**config.mk**
```make
export PLATFORM = sky130hd
export DESIGN_NAME = utf8_printable_validator
export DESIGN_NICKNAME = d
export VERILOG_FILES = /design/src/design/utf8pv_pkg.sv /design/src/design/utf8_printable_validator.sv
export SDC_FILE = /design/constraint.sdc
export NUM_CORES = 1
export LEC_CHECK = 0
export ABC_AREA = 1
export BUFFER_PORTS_ARGS = -buffer_cell sky130_fd_sc_hd__buf_2
export CORE_MARGIN = 1
export CORE_UTILIZATION = 39
export CTS_CLUSTER_DIAMETER = 30
export DETAILED_ROUTE_END_ITERATION = 10
export GPL_TIMING_DRIVEN = 0
export PLACE_DENSITY = 0.66
export RECOVER_POWER = 100
export SLEW_MARGIN = 20
export SYNTH_ARGS = -nofsm -noshare
export SYNTH_HDL_FRONTEND = slang
export SYNTH_SLANG_ARGS = --single-unit
export TNS_END_PERCENT = 10
```
**constraint.sdc**
```tcl
create_clock -name aclk -period 3 [get_ports aclk]
set_clock_uncertainty 0.1 [all_clocks]
set_input_delay 0.15 -clock aclk [delete_from_list [all_inputs] [get_ports aclk]]
set_output_delay 0.15 -clock aclk [all_outputs]
set_load 0.03 [all_outputs]
```
**src/design/utf8pv_pkg.sv**
```systemverilog
// Package with error codes, constants and the code point check of the UTF-8 validator.
package utf8pv_pkg;

    localparam int unsigned BYTE_W  = 8;
    localparam int unsigned POINT_W = 21;
    localparam int unsigned OWED_W  = 2;
    localparam int unsigned LEN_W   = 3;
    localparam int unsigned S_TDATA_W = 8;
    localparam int unsigned M_TDATA_W = 32;

    localparam logic [POINT_W-1:0] POINT_MAX     = 21'h10FFFF;
    localparam logic [POINT_W-1:0] SURR_LO       = 21'h00D800;
    localparam logic [POINT_W-1:0] SURR_HI       = 21'h00DFFF;
    localparam logic [POINT_W-1:0] MIN_LEN2      = 21'h000080;
    localparam logic [POINT_W-1:0] MIN_LEN3      = 21'h000800;
    localparam logic [POINT_W-1:0] MIN_LEN4      = 21'h010000;
    localparam logic [POINT_W-1:0] CP_TAB        = 21'h000009;
    localparam logic [POINT_W-1:0] CP_LF         = 21'h00000A;
    localparam logic [POINT_W-1:0] CP_CR         = 21'h00000D;
    localparam logic [POINT_W-1:0] CP_SPACE      = 21'h000020;
    localparam logic [POINT_W-1:0] CP_DEL        = 21'h00007F;
    localparam logic [POINT_W-1:0] C1_LO         = 21'h000080;
    localparam logic [POINT_W-1:0] C1_HI         = 21'h00009F;

    localparam logic [LEN_W-1:0] LEN_ONE   = 3'd1;
    localparam logic [LEN_W-1:0] LEN_TWO   = 3'd2;
    localparam logic [LEN_W-1:0] LEN_THREE = 3'd3;
    localparam logic [LEN_W-1:0] LEN_FOUR  = 3'd4;

    // Sticky error codes, first wins; a cut-off end turns ERR_CONT into ERR_TRUNC.
    typedef enum logic [2:0] {
        ERR_NONE     = 3'd0,
        ERR_LEAD     = 3'd1,
        ERR_CONT     = 3'd2,
        ERR_OVERLONG = 3'd3,
        ERR_RANGE    = 3'd4,
        ERR_CONTROL  = 3'd5,
        ERR_TRUNC    = 3'd6
    } err_t;

    // Checks a finished code point: overlong first, then range, then control.
    function automatic err_t judge_point(input logic [POINT_W-1:0] p,
                                         input logic [LEN_W-1:0]   len);
        logic overlong;
        logic out_range;
        logic showable;
        overlong  = ((len == LEN_TWO)   && (p < MIN_LEN2)) ||
                    ((len == LEN_THREE) && (p < MIN_LEN3)) ||
                    ((len == LEN_FOUR)  && (p < MIN_LEN4));
        out_range = (p > POINT_MAX) || ((p >= SURR_LO) && (p <= SURR_HI));
        showable  = (p == CP_TAB) || (p == CP_LF) || (p == CP_CR) ||
                    !((p < CP_SPACE) || (p == CP_DEL) || ((p >= C1_LO) && (p <= C1_HI)));
        if (overlong) begin
            return ERR_OVERLONG;
        end else if (out_range) begin
            return ERR_RANGE;
        end else if (!showable) begin
            return ERR_CONTROL;
        end
        return ERR_NONE;
    endfunction

endpackage

```
**src/design/utf8_printable_validator.sv**
```systemverilog
// Top level of the streaming UTF-8 validator with a showable code point check.
//
// Usage:
// The slave channel takes one message byte per request: s_tdata holds the byte,
// s_tlast marks the final byte of a message. The master channel gives exactly one
// result per byte. m_tuser flags that a well-formed, showable code point ended at
// this byte; m_tdata carries that point (zero otherwise), the sticky first error
// code and, on the final byte, the message verdict; m_tlast marks the result of the
// final byte. After the final byte the decoder state returns to its reset values.
// Pipeline: an accepted byte is held in the input register, and its result is
// registered in the result register when that register can advance.
// Throughput: one byte per cycle while the receiver does not stall; the whole decode
// step is one short combinational pass from the input register to the result register.
// Reset (aresetn low, synchronous) empties both registers and clears the decoder.
// When the receiver stalls, the result register holds; the input register still
// takes one more byte, and s_tready falls only once both registers are full.
module utf8_printable_validator (
    input  logic                          aclk,
    input  logic                          aresetn,
    input  logic                          s_tvalid,
    output logic                          s_tready,
    input  logic [utf8pv_pkg::S_TDATA_W-1:0] s_tdata,  // [7:0] data_byte
    input  logic                          s_tlast,     // last_byte
    output logic                          m_tvalid,
    input  logic                          m_tready,
    output logic [utf8pv_pkg::M_TDATA_W-1:0] m_tdata,  // [20:0] code_point, [23:21]
                                                       // error_code, [24] message_ok,
                                                       // [31:25] zero
    output logic                          m_tuser,     // point_ready
    output logic                          m_tlast      // message_done
);
    import utf8pv_pkg::*;

    // Input register
    logic                  in_valid_reg;
    logic [BYTE_W-1:0]     in_byte_reg;
    logic                  in_last_reg;

    // Decoder state
    logic [OWED_W-1:0]     owed_reg, owed_next;
    logic [LEN_W-1:0]      len_reg, len_next;
    logic [POINT_W-1:0]    partial_reg, partial_next;
    err_t                  err_reg, err_next;

    // Result register
    logic                  out_valid_reg;
    logic                  out_ready_reg, out_ready_next;
    logic [POINT_W-1:0]    out_cp_reg, out_cp_next;
    err_t                  out_err_reg;
    logic                  out_done_reg;
    logic                  out_ok_reg, out_ok_next;

    logic                  advance;
    logic                  complete;
    err_t                  judged;

    assign advance  = !out_valid_reg || m_tready;
    assign s_tready = !in_valid_reg || advance;

    // One decode step for the byte in the input register.
    always_comb begin
        owed_next      = owed_reg;
        len_next       = len_reg;
        partial_next   = partial_reg;
        err_next       = err_reg;
        complete       = 1'b0;
        out_ready_next = 1'b0;
        out_cp_next    = '0;
        judged         = ERR_NONE;

        if (err_reg != ERR_NONE) begin
            // After an error only a broken sequence keeps counting its bytes.
            if ((err_reg == ERR_CONT) && (owed_reg != '0)) begin
                owed_next = owed_reg - 1'b1;
            end
        end else if (owed_reg == '0) begin
            // Lead byte position.
            if (in_byte_reg[7] == 1'b0) begin
                partial_next = {{(POINT_W-BYTE_W){1'b0}}, in_byte_reg};
                len_next     = LEN_ONE;
                complete     = 1'b1;
            end else if (in_byte_reg[7:5] == 3'b110) begin
                partial_next = {{(POINT_W-5){1'b0}}, in_byte_reg[4:0]};
                len_next     = LEN_TWO;
                owed_next    = 2'd1;
            end else if (in_byte_reg[7:4] == 4'b1110) begin
                partial_next = {{(POINT_W-4){1'b0}}, in_byte_reg[3:0]};
                len_next     = LEN_THREE;
                owed_next    = 2'd2;
            end else if (in_byte_reg[7:3] == 5'b11110) begin
                partial_next = {{(POINT_W-3){1'b0}}, in_byte_reg[2:0]};
                len_next     = LEN_FOUR;
                owed_next    = 2'd3;
            end else begin
                err_next = ERR_LEAD;
            end
        end else begin
            // Continuation byte position.
            owed_next = owed_reg - 1'b1;
            if (in_byte_reg[7:6] != 2'b10) begin
                err_next = ERR_CONT;
            end else begin
                partial_next = {partial_reg[POINT_W-7:0], in_byte_reg[5:0]};
                complete     = (owed_next == '0);
            end
        end

        // Judge a finished point and clear the sequence.
        if (complete) begin
            judged = judge_point(partial_next, len_next);
            if (judged != ERR_NONE) begin
                err_next = judged;
            end else begin
                out_ready_next = 1'b1;
                out_cp_next    = partial_next;
            end
            owed_next    = '0;
            len_next     = '0;
            partial_next = '0;
        end

        // A sequence cut off by the message end.
        if (in_last_reg && (owed_next != '0) &&
            ((err_next == ERR_NONE) || (err_next == ERR_CONT))) begin
            err_next = ERR_TRUNC;
        end

        out_ok_next = in_last_reg && (err_next == ERR_NONE);
    end

    // Input register and its valid flag.
    always_ff @(posedge aclk) begin
        if (!aresetn) begin
            in_valid_reg <= 1'b0;
        end else if (s_tready) begin
            in_valid_reg <= s_tvalid;
        end
        if (s_tready) begin
            in_byte_reg <= s_tdata[BYTE_W-1:0];
            in_last_reg <= s_tlast;
        end
    end

    // Decoder state, updated when a byte moves into the result register.
    always_ff @(posedge aclk) begin
        if (!aresetn) begin
            owed_reg    <= '0;
            len_reg     <= '0;
            partial_reg <= '0;
            err_reg     <= ERR_NONE;
        end else if (advance && in_valid_reg) begin
            if (in_last_reg) begin
                owed_reg    <= '0;
                len_reg     <= '0;
                partial_reg <= '0;
                err_reg     <= ERR_NONE;
            end else begin
                owed_reg    <= owed_next;
                len_reg     <= len_next;
                partial_reg <= partial_next;
                err_reg     <= err_next;
            end
        end
    end

    // Result register.
    always_ff @(posedge aclk) begin
        if (!aresetn) begin
            out_valid_reg <= 1'b0;
        end else if (advance) begin
            out_valid_reg <= in_valid_reg;
        end
        if (advance) begin
            out_ready_reg <= out_ready_next;
            out_cp_reg    <= out_cp_next;
            out_err_reg   <= err_next;
            out_done_reg  <= in_last_reg;
            out_ok_reg    <= out_ok_next;
        end
    end

    assign m_tvalid = out_valid_reg;
    assign m_tdata  = {{(M_TDATA_W-POINT_W-4){1'b0}}, out_ok_reg, out_err_reg, out_cp_reg};
    assign m_tuser  = out_ready_reg;
    assign m_tlast  = out_done_reg;

endmodule
```
# Word-level counts from Yosys, hierarchy flattened
# Cells that the tools add are included.
# W data, S select, Z words.
dict set report classes {
  add_sub_neg 1
  order_cmp 9
  eq_ne 13
  n_mux 51
  bitwise 1
  n_reduce_logical 33
}
# operator n
set ops {}
lappend ops {{$mux W21} 9}
lappend ops {{$mux W3} 24}
lappend ops {{$eq A21 B4 Y1 const B} 3}
lappend ops {{$eq A21 B7 Y1 const B} 1}
lappend ops {{$ge A21 B16 Y1 const B} 1}
lappend ops {{$ge A21 B8 Y1 const B} 1}
lappend ops {{$gt A21 B21 Y1 const B} 1}
lappend ops {{$le A21 B16 Y1 const B} 1}
lappend ops {{$le A21 B8 Y1 const B} 1}
lappend ops {{$lt A21 B12 Y1 const B} 1}
lappend ops {{$lt A21 B17 Y1 const B} 1}
lappend ops {{$lt A21 B6 Y1 const B} 1}
lappend ops {{$lt A21 B8 Y1 const B} 1}
lappend ops {{$mux W2} 9}
lappend ops {{$eq A3 B2 Y1 const B} 4}
lappend ops {{$logic_or A1 B1 Y1} 11}
lappend ops {{$logic_and A1 B1 Y1} 10}
lappend ops {{$mux W1} 9}
lappend ops {{$eq A3 B3 Y1 const B} 2}
lappend ops {{$logic_not A3 Y1} 2}
lappend ops {{$reduce_bool A3 Y1} 2}
lappend ops {{$eq A5 B5 Y1 const B} 1}
lappend ops {{$eq A4 B4 Y1 const B} 1}
lappend ops {{$logic_not A2 Y1} 2}
lappend ops {{other kinds (6)} 9}
dict set report totals {
  register_bits 67
  input_bits 13
  word_cells 121
}

# Logic depth before layout (Yosys ltp)
# Gate-level depths: netlist of the first run.
dict set report depth {
  ltp_word 27
  mapped_depth 23
}

# Worst setup path before layout of the first run
# Ideal clock, no wire load.
dict set report synth_path {
  path_type {reg-to-reg}
  from {reg owed_reg[0]}
  to {reg out_cp_reg[1] (data pin)}
  setup_ns 0.260
  arrival_time_ns 2.306
  required_time_ns 2.640
  path_slack_ns 0.334
  path_stages_with_launch 20
  n_path_buf 3
  synth_period_minus_slack_ns 2.666
  cell_sequence {dfxtp_1 inv_1 ha_1 buf_2 nor2_2 nand2_2 buf_2 nand3_1 nand2_1 nor2_1 nand2_1 nor2_4 nand3_1 nand3_1 nand2_1 nand2_1 nor2_2 nand2_2 buf_6 nor2_1}
}
dict set report synth_between {
  elab_chain_len 16
  elab_cells_between_ends 51
  cone_classes {add/sub (1); order compare (9); eq/ne (7); mux (15); bitwise (1); reduce/logical (18)}
}
# element line_no
set synth_rtl {}
lappend synth_rtl {{from (decl)} utf8_printable_validator.sv:40} ;# logic [OWED_W-1:0] owed_reg, owed_next;
lappend synth_rtl {{from (signal assigned)} utf8_printable_validator.sv:158} ;# owed_reg <= owed_next;
lappend synth_rtl {{$logic_not A2 Y1} utf8_printable_validator.sv:76} ;# end else if (owed_reg == '0) begin
lappend synth_rtl {{$mux W21} utf8_printable_validator.sv:76}
lappend synth_rtl {{$mux W21} utf8_printable_validator.sv:71} ;# if (err_reg != ERR_NONE) begin
lappend synth_rtl {{$lt A21 B6 Y1, or another cell as far along} utf8pv_pkg.sv:52} ;# !((p < CP_SPACE) || (p == CP_DEL) || ((p >= C1_LO) && (p <= C1_HI)));
lappend synth_rtl {{$logic_or A1 B1 Y1 or $logic_and A1 B1 Y1 (tied branches)} utf8pv_pkg.sv:52}
lappend synth_rtl {{$logic_or A1 B1 Y1} utf8pv_pkg.sv:52}
lappend synth_rtl {{$logic_not A1 Y1} utf8pv_pkg.sv:52}
lappend synth_rtl {{$logic_or A1 B1 Y1} utf8pv_pkg.sv:51} ;# showable = (p == CP_TAB) || (p == CP_LF) || (p == CP_CR) ||
lappend synth_rtl {{$mux W1} utf8pv_pkg.sv:57} ;# end else if (!showable) begin
lappend synth_rtl {{$mux W1} utf8pv_pkg.sv:55} ;# end else if (out_range) begin
lappend synth_rtl {{$mux W1} utf8pv_pkg.sv:53} ;# if (overlong) begin
lappend synth_rtl {{$mux W1} utf8_printable_validator.sv:109} ;# if (complete) begin
lappend synth_rtl {{$mux W3} utf8pv_pkg.sv:60} ;# return ERR_NONE;
lappend synth_rtl {{$mux W3} utf8_printable_validator.sv:109}
lappend synth_rtl {{$reduce_bool A3 Y1} utf8_printable_validator.sv:111} ;# if (judged != ERR_NONE) begin
lappend synth_rtl {{$reduce_or A2 Y1 (no source line)} --}
lappend synth_rtl {{to (signal assigned)} utf8_printable_validator.sv:175} ;# out_cp_reg <= out_cp_next;
lappend synth_rtl {{to (decl)} utf8_printable_validator.sv:48} ;# logic [POINT_W-1:0] out_cp_reg, out_cp_next;
# Several ways; a longest one is shown, not always the timed one. The select of a mux whose other input is x is not followed.
# A chain may end at the register's enable or synchronous reset.

# Worst setup path after layout of the first run
dict set report layout_path {
  from {reg in_byte_reg[7]}
  to {reg out_cp_reg[16] (data pin)}
}
dict set report layout_between {
  elab_chain_len 20
  elab_cells_between_ends 62
  cone_classes {order compare (9); eq/ne (11); mux (25); bitwise (1); reduce/logical (16)}
}
# element line_no
set layout_rtl {}
lappend layout_rtl {{from (decl)} utf8_printable_validator.sv:36} ;# logic [BYTE_W-1:0] in_byte_reg;
lappend layout_rtl {{from (signal assigned)} utf8_printable_validator.sv:139} ;# in_byte_reg <= s_tdata[BYTE_W-1:0];
lappend layout_rtl {{$eq A5 B5 Y1} utf8_printable_validator.sv:90} ;# end else if (in_byte_reg[7:3] == 5'b11110) begin
lappend layout_rtl {{$mux W21} utf8_printable_validator.sv:90}
lappend layout_rtl {{$mux W21} utf8_printable_validator.sv:86} ;# end else if (in_byte_reg[7:4] == 4'b1110) begin
lappend layout_rtl {{$mux W21} utf8_printable_validator.sv:82} ;# end else if (in_byte_reg[7:5] == 3'b110) begin
lappend layout_rtl {{$mux W21} utf8_printable_validator.sv:78} ;# if (in_byte_reg[7] == 1'b0) begin
lappend layout_rtl {{$mux W21} utf8_printable_validator.sv:76}
lappend layout_rtl {{$mux W21} utf8_printable_validator.sv:71}
lappend layout_rtl {{$lt A21 B6 Y1, or another cell as far along} utf8pv_pkg.sv:52}
lappend layout_rtl {{[4 not listed]} --}
lappend layout_rtl {{$mux W1} utf8pv_pkg.sv:57}
lappend layout_rtl {{$mux W1} utf8pv_pkg.sv:55}
lappend layout_rtl {{$mux W1} utf8pv_pkg.sv:53}
lappend layout_rtl {{$mux W1} utf8_printable_validator.sv:109}
lappend layout_rtl {{$mux W3} utf8pv_pkg.sv:60}
lappend layout_rtl {{$mux W3} utf8_printable_validator.sv:109}
lappend layout_rtl {{$reduce_bool A3 Y1} utf8_printable_validator.sv:111}
lappend layout_rtl {{$reduce_or A2 Y1 (no source line)} --}
# Several ways; a longest one is shown, not always the timed one. The select of a mux whose other input is x is not followed.

==> out/metrics.cfg, run 1 <==
[place]
dp.cells=602
io_buffers=41
place.gp.congestion=0.918
dp_hpwl_um=6210

[pwr]
swShare=0.288
intPower_uw=1600
p_leak_uw=0.00188
switching_power_uw=648
ir_drop_mv=0.235
pwr-share-clk=0.367
p_comb_frac=0.180
seqPwrFrac=0.453
powerDensity_nw_per_um2=492

[worst_setup_path]
crit_arrival_ps=2990
criticalPathCategory=flop to flop
crit_path_start_kind=flop
worstPathRequired_ps=3110
endpoint_kind=flop
crit_fanout=10

[synth]
synthFlopType=edfxtp_1
synth_top_area_share=0.303
synth_edf_count=36
synth.largest_area_cell=edfxtp_1
async_flop_share=0
netlist_instances=447
yosys-top-cells-area=edfxtp_1 30%, dfxtp_1 17%, nand2_1 13%
ys_types=37
yosysSeqAreaShare=0.478
ys_ff_latch=67
syn_area_per_cell_um2=7.97
ys_warn_count=0
synth_area_um2=3560

[global_routing]
grt_max_degree=31
grtUsageMet1=0.251
grt_use_met3=0.0396
gr-max-usage-layer=met2
antenna_found_initial=0
grt_pass1_vias=2846
track_usage=0.186
grt_pass1_wl_um=13900
gr-usage-met2=0.280
grt_overflow=0

[sta]
fin_crit_sh=0.960
min_period_ps=2880
whs_ps=367
rsz0062_at_grt=true
max_slew_margin=0.570
worst_slew_pin_slew_ps=643
drv_slew=0
setup_viol_count_final=0
hold_viol=0
fmax_ghz=0.347

[finish]
layout_common_cells=112 x nand2_1, 40 x inv_1, 39 x a21oi_1
num-nets-final=545
syn2layout_area_growth_pct=28.3
drive_gt1_frac=0.258
layout_commonest_cell=nand2_1
antenna_cells=0
layout.cells.non_filler=643

[detailed_routing]
drc=0
wire_per_inst_um=13.9
drt_iter0_markers=196
drtPass1Iterations=5
drtAntennaViolNets=0
routed_wl_um=8940
via_per_inst=5.04
vias=3243

[min_path]
hold_path_class=flop to flop

[clocking]
cts_tree=done
clk_pin_slew_worst_paths_ps=80
clockRootBuffer=clkbuf_8
insertion_delay_ps=350
clock_path_buffers=2
htree_levels=3
clkSinkCount=67
cts_buffers=9

[floorplan]
die_y_um=97.6
initial_core_util=0.406
row_count=34
ios=49
design.core.area_um2=8760
die_area_um2=9520
fp.dieW_um=97.6

[run_status]
status=finished, final reports clean

[run]
cap_violations=0

## final timing paths
path	slack, ps	endpoint	depth (start not counted)	from
hold / removal	370	partial_reg[0]$_SDFFE_PN0P_	2	partial_reg[0]$_SDFFE_PN0P_
hold reg to reg	370	partial_reg[0]$_SDFFE_PN0P_	2	partial_reg[0]$_SDFFE_PN0P_
setup reg to reg	120	out_cp_reg[16]$_SDFFCE_PP0N_	16	in_byte_reg[7]$_DFFE_PP_
setup / recovery	120	out_cp_reg[16]$_SDFFCE_PP0N_	16	in_byte_reg[7]$_DFFE_PP_
## final cells by class
type	instances	area [um2]
buffer	23	174
clock buffer	9	124
clock inverter	7	92.6
fill	837	4190
inverter	51	193
multi-input combinational	312	1730
sequential	67	1710
tap	108	135
timing repair buffer	66	419
## cells by family after synthesis
| group | synth area share |
|---|---|
| fa+ha+maj | 0.00702 |
| other cells | 0.00105 |
| simple gates | 0.301 |
| flops | 0.478 |
| compound gates | 0.119 |
| buf+inv | 0.0938 |
## repair_timing
item,CTS,global route
setup buffers,2,10
pin swaps,4,15
hold endpoints to repair,11,0
endpoints found under the setup margin,46,49
resized for setup,10,52
cloned,0,2
hold buffers,11,0
## cell usage after synthesis (4+ instances only)
cell type	instances
nand3_1	23
nand4_1	4
nand2_1	121
inv_2	7
o21ai_1	6
inv_1	43
nand3_2	6
clkbuf_1	9
nor2_2	12
a21oi_2	6
buf_4	8
nor2_1	42
nand2_2	7
o21ai_0	5
a21oi_1	41
nor3_1	6
edfxtp_1	36
dfxtp_1	31
## power groups by stage
| stage | Sequential, uW | Combinational [uW] | Clock [uW] |
|---|---|---|---|
| after floorplan | 1090 | 204 | 0 |
| after global placement | 1040 | 339 | 0 |
| after detailed placement | 1040 | 342 | 0 |
| after CTS | 1020 | 356 | 842 |
| after global routing | 1020 | 434 | 881 |
| final | 1020 | 405 | 825 |
## metal layers
| layer | wire length (um) | share of wire | vias up |
|---|---|---|---|
| met2 | 4130 | 0.46 | 118 |
| met5 | 0 | 0 | - |
| met4 | 229 | 0.026 | 0 |
| met1 | 4020 | 0.45 | 1488 |
| li1 | - | - | 1617 |
| met3 | 554 | 0.062 | 20 |
## per-stage QoR
step	TNS [ps]	power (uW)	utilization	setup slack (ps)	instance area, um2
floorplan	0	1300	-	334	3580
global placement	-3390	1380	0.448	-153	3930
detailed placement	-5380	1380	0.448	-208	3930
CTS	-79.5	2220	0.490	-29.8	4290
global route	-489	2340	0.522	-52.0	4570
finish	0	2250	0.522	120	4570
## critical path: stages, from the launching register on
cell and delay, ps:
edfxtp_1 410, inv_2 100, a21oi_1 240, nand3_2 170, nand2_4 200, nand2_4 120
o21ai_1 280, nor2_1 90, nand3b_1 160, nor2_1 110, nand2_1 80, nand2_1 80
nand2_2 70, nor2_4 130, nand2_4 90, buf_6 180, nor2_1 120
Power figures use the tool's default switching activity.
==> run 2: changes to the inputs <==
--- a/config.mk
+++ b/config.mk
@@ -14,6 +14,7 @@
 export GPL_TIMING_DRIVEN = 0
 export PLACE_DENSITY = 0.66
 export RECOVER_POWER = 100
+export SKIP_LAST_GASP = 1
 export SLEW_MARGIN = 20
 export SYNTH_ARGS = -nofsm -noshare
 export SYNTH_HDL_FRONTEND = slang
==> constraint.sdc (replaced) <==
create_clock -name aclk -period 3.2 [get_ports aclk]
set_clock_uncertainty 0.1 [all_clocks]
set_input_delay 0.16 -clock aclk [delete_from_list [all_inputs] [get_ports aclk]]
set_output_delay 0.16 -clock aclk [all_outputs]
set_load 0.03 [all_outputs]
==> out/metrics.cfg, run 2 (synthesis results as in run 1) <==
[run_status]
status=finished, final reports clean

[sta]
drv_slew=0  ; unchanged
timing.setup.tns_ps=0  ; unchanged
setup_viol_count_final=0  ; unchanged
min_period_ps=3010  ; +127 ps
hold_viol=0  ; unchanged
worst_slew_pin_slew_ps=1160  ; +520 ps
fmax_ghz=0.333  ; -4.2%
fin_crit_sh=0.939  ; -0.0204
rsz0062_at_grt=true
max_slew_margin=0.223  ; -0.347

[detailed_routing]
vias=3177  ; -2.0%
drtAntennaViolNets=0  ; unchanged
drt_iter0_markers=198  ; +1.0%
via_per_inst=5.03  ; -0.33%
drtPass1Iterations=5  ; unchanged
routed_wl_um=8390  ; -6.1%
drc=0  ; unchanged
wire_per_inst_um=13.3  ; -4.5%

[finish]
num-nets-final=534  ; -2.0%
layout_common_cells=120 x nand2_1, 43 x inv_1, 40 x nor2_1, 40 x a21oi_1, 38 x clkbuf_1
layout_commonest_cell=nand2_1
antenna_cells=0  ; unchanged
final_util=0.492  ; -0.0297
syn2layout_area_growth_pct=21.0
drive_gt1_frac=0.195  ; -0.0633

[global_routing]
grt_use_met3=0.0396  ; unchanged
grt_overflow=0  ; unchanged
grtUsageMet1=0.252  ; +0.000572
gr-max-usage-layer=met2
gr-usage-met2=0.274  ; -0.00592
grt_pass1_wl_um=13800  ; -0.59%
track_usage=0.185  ; -0.000894
grt_max_degree=31  ; unchanged
grt_pass1_vias=2804  ; -1.5%
antenna_found_initial=0  ; unchanged

[place]
place.gp.congestion=0.918  ; unchanged
io_buffers=41  ; unchanged
dp_hpwl_um=6210  ; unchanged

[worst_setup_path]
criticalPathCategory=flop to flop
worstPathRequired_ps=3300  ; +190 ps
endpoint_kind=flop
crit_path_start_kind=flop
crit_fanout=10  ; unchanged
rr_endpoint=out_cp_reg[1]$_SDFFCE_PP0N_
ff2ff_setup_slack_ps=190  ; +70 ps
worstRegToRegCells=17  ; +1
slowest_delay_ps=370  ; -40 ps
cp_slowest_cell=dfxtp_2
crit_arrival_ps=3100  ; +110 ps
r2r-start=owed_reg[0]$_SDFFE_PN0P_
crit_chain=inv_1 > ha_1 > buf_6 > nor2_4 > nand2_4 > buf_6 > nand3_1 > o21ai_1 > nor2_1 > buf_4 > a31oi_1 > a31oi_1 > nand2_1 > nor2_2 > nand2_4 > buf_8 > nor2_1

[clocking]
clk_pin_slew_worst_paths_ps=70  ; about the same
insertion_delay_ps=360  ; about the same
clock_path_buffers=2  ; unchanged
htree_levels=3  ; unchanged
clockRootBuffer=clkbuf_8
cts_buffers=9  ; unchanged
clkSinkCount=67  ; unchanged
cts_tree=done

[pwr]
ir_drop_mv=0.214  ; -9.1%
p_leak_uw=0.00177  ; -5.7%
powerDensity_nw_per_um2=480  ; -2.5%

[min_path]
hold_path_depth=2  ; unchanged
min_from=partial_reg[0]$_SDFFE_PN0P_
whs_endpoint=partial_reg[0]$_SDFFE_PN0P_
hold_path_class=flop to flop

[floorplan]
fp.dieW_um=97.6  ; unchanged
row_count=34  ; unchanged
die_area_um2=9520  ; unchanged
die_y_um=97.6  ; unchanged
design.core.area_um2=8760  ; unchanged
initial_core_util=0.406  ; unchanged
ios=49  ; unchanged

[run]
cap_violations=0  ; unchanged

-- run 2: area by class of cell --
class	instances	area [um2]
buffer	23	165
clock buffer	9	124
clock inverter	7	92.6
fill	866	4450
inverter	51	195
multi-input combinational	312	1590
sequential	67	1700
tap	108	135
timing repair buffer	55	302
-- run 2: worst max-delay path, delay by kind of cell, from the launching register on --
kind / cells / cell delay [ps]
DFF: 1 / 370
adders and majority gates: 1 / 210
buffers and inverters: 5 / 690
AOI/OAI and AO/OA: 3 / 440
and+or+nand+nor: 8 / 1040
-- run 2: routing by layer --
metal / vias up / share of wire
met1: 1458 / 0.47
met5: - / 0
li1: 1600 / -
met2: 102 / 0.44
met3: 17 / 0.062
met4: 0 / 0.027
-- run 2: how the worst max path moves through the flow --
stage / startpoint / to / slack (ps) / cells past startpoint
after global routing: owed_reg[0]$_SDFFE_PN0P_ / out_cp_reg[1]$_SDFFCE_PP0N_ / -30 / 20
after floorplan: owed_reg[0]$_SDFFE_PN0P_ / out_cp_reg[1]$_SDFFCE_PP0N_ / 530 / 19
after CTS: owed_reg[0]$_SDFFE_PN0P_ / out_cp_reg[1]$_SDFFCE_PP0N_ / 20 / 20
after detailed placement: owed_reg[0]$_SDFFE_PN0P_ / out_cp_reg[1]$_SDFFCE_PP0N_ / -8 / 19
final: owed_reg[0]$_SDFFE_PN0P_ / out_cp_reg[1]$_SDFFCE_PP0N_ / 190 / 17
after global placement: owed_reg[0]$_SDFFE_PN0P_ / out_cp_reg[1]$_SDFFCE_PP0N_ / 50 / 19
-- run 2: stage by stage --
| stage | std cells | setup slack (ps) | instance area [um2] | total power (uW) | hold WS, ps |
|---|---|---|---|---|---|
| after floorplan | 453 | 534 | 3580 | 1210 | 159 |
| after global placement | 602 | 47.4 | 3930 | 1290 | 236 |
| after detailed placement | 602 | -8.21 | 3930 | 1300 | 238 |
| after CTS | 629 | 23.6 | 4250 | 2080 | 367 |
| after global routing | 632 | -28.7 | 4310 | 2150 | 392 |
| final | 632 | 194 | 4310 | 2070 | 368 |
-- run 2: power by group --
group	internal, uW	total, uW	switching, uW
sequential	943	957	14.4
clock	435	771	336
combinational	100	340	239
-- run 2: timing repair --
action	CTS	global route
pin swaps	0	6
setup endpoints to repair	2	47
hold buffers	11	0
gates resized for setup	1	23
setup buffers	0	3
endpoints found under the hold margin	11	0
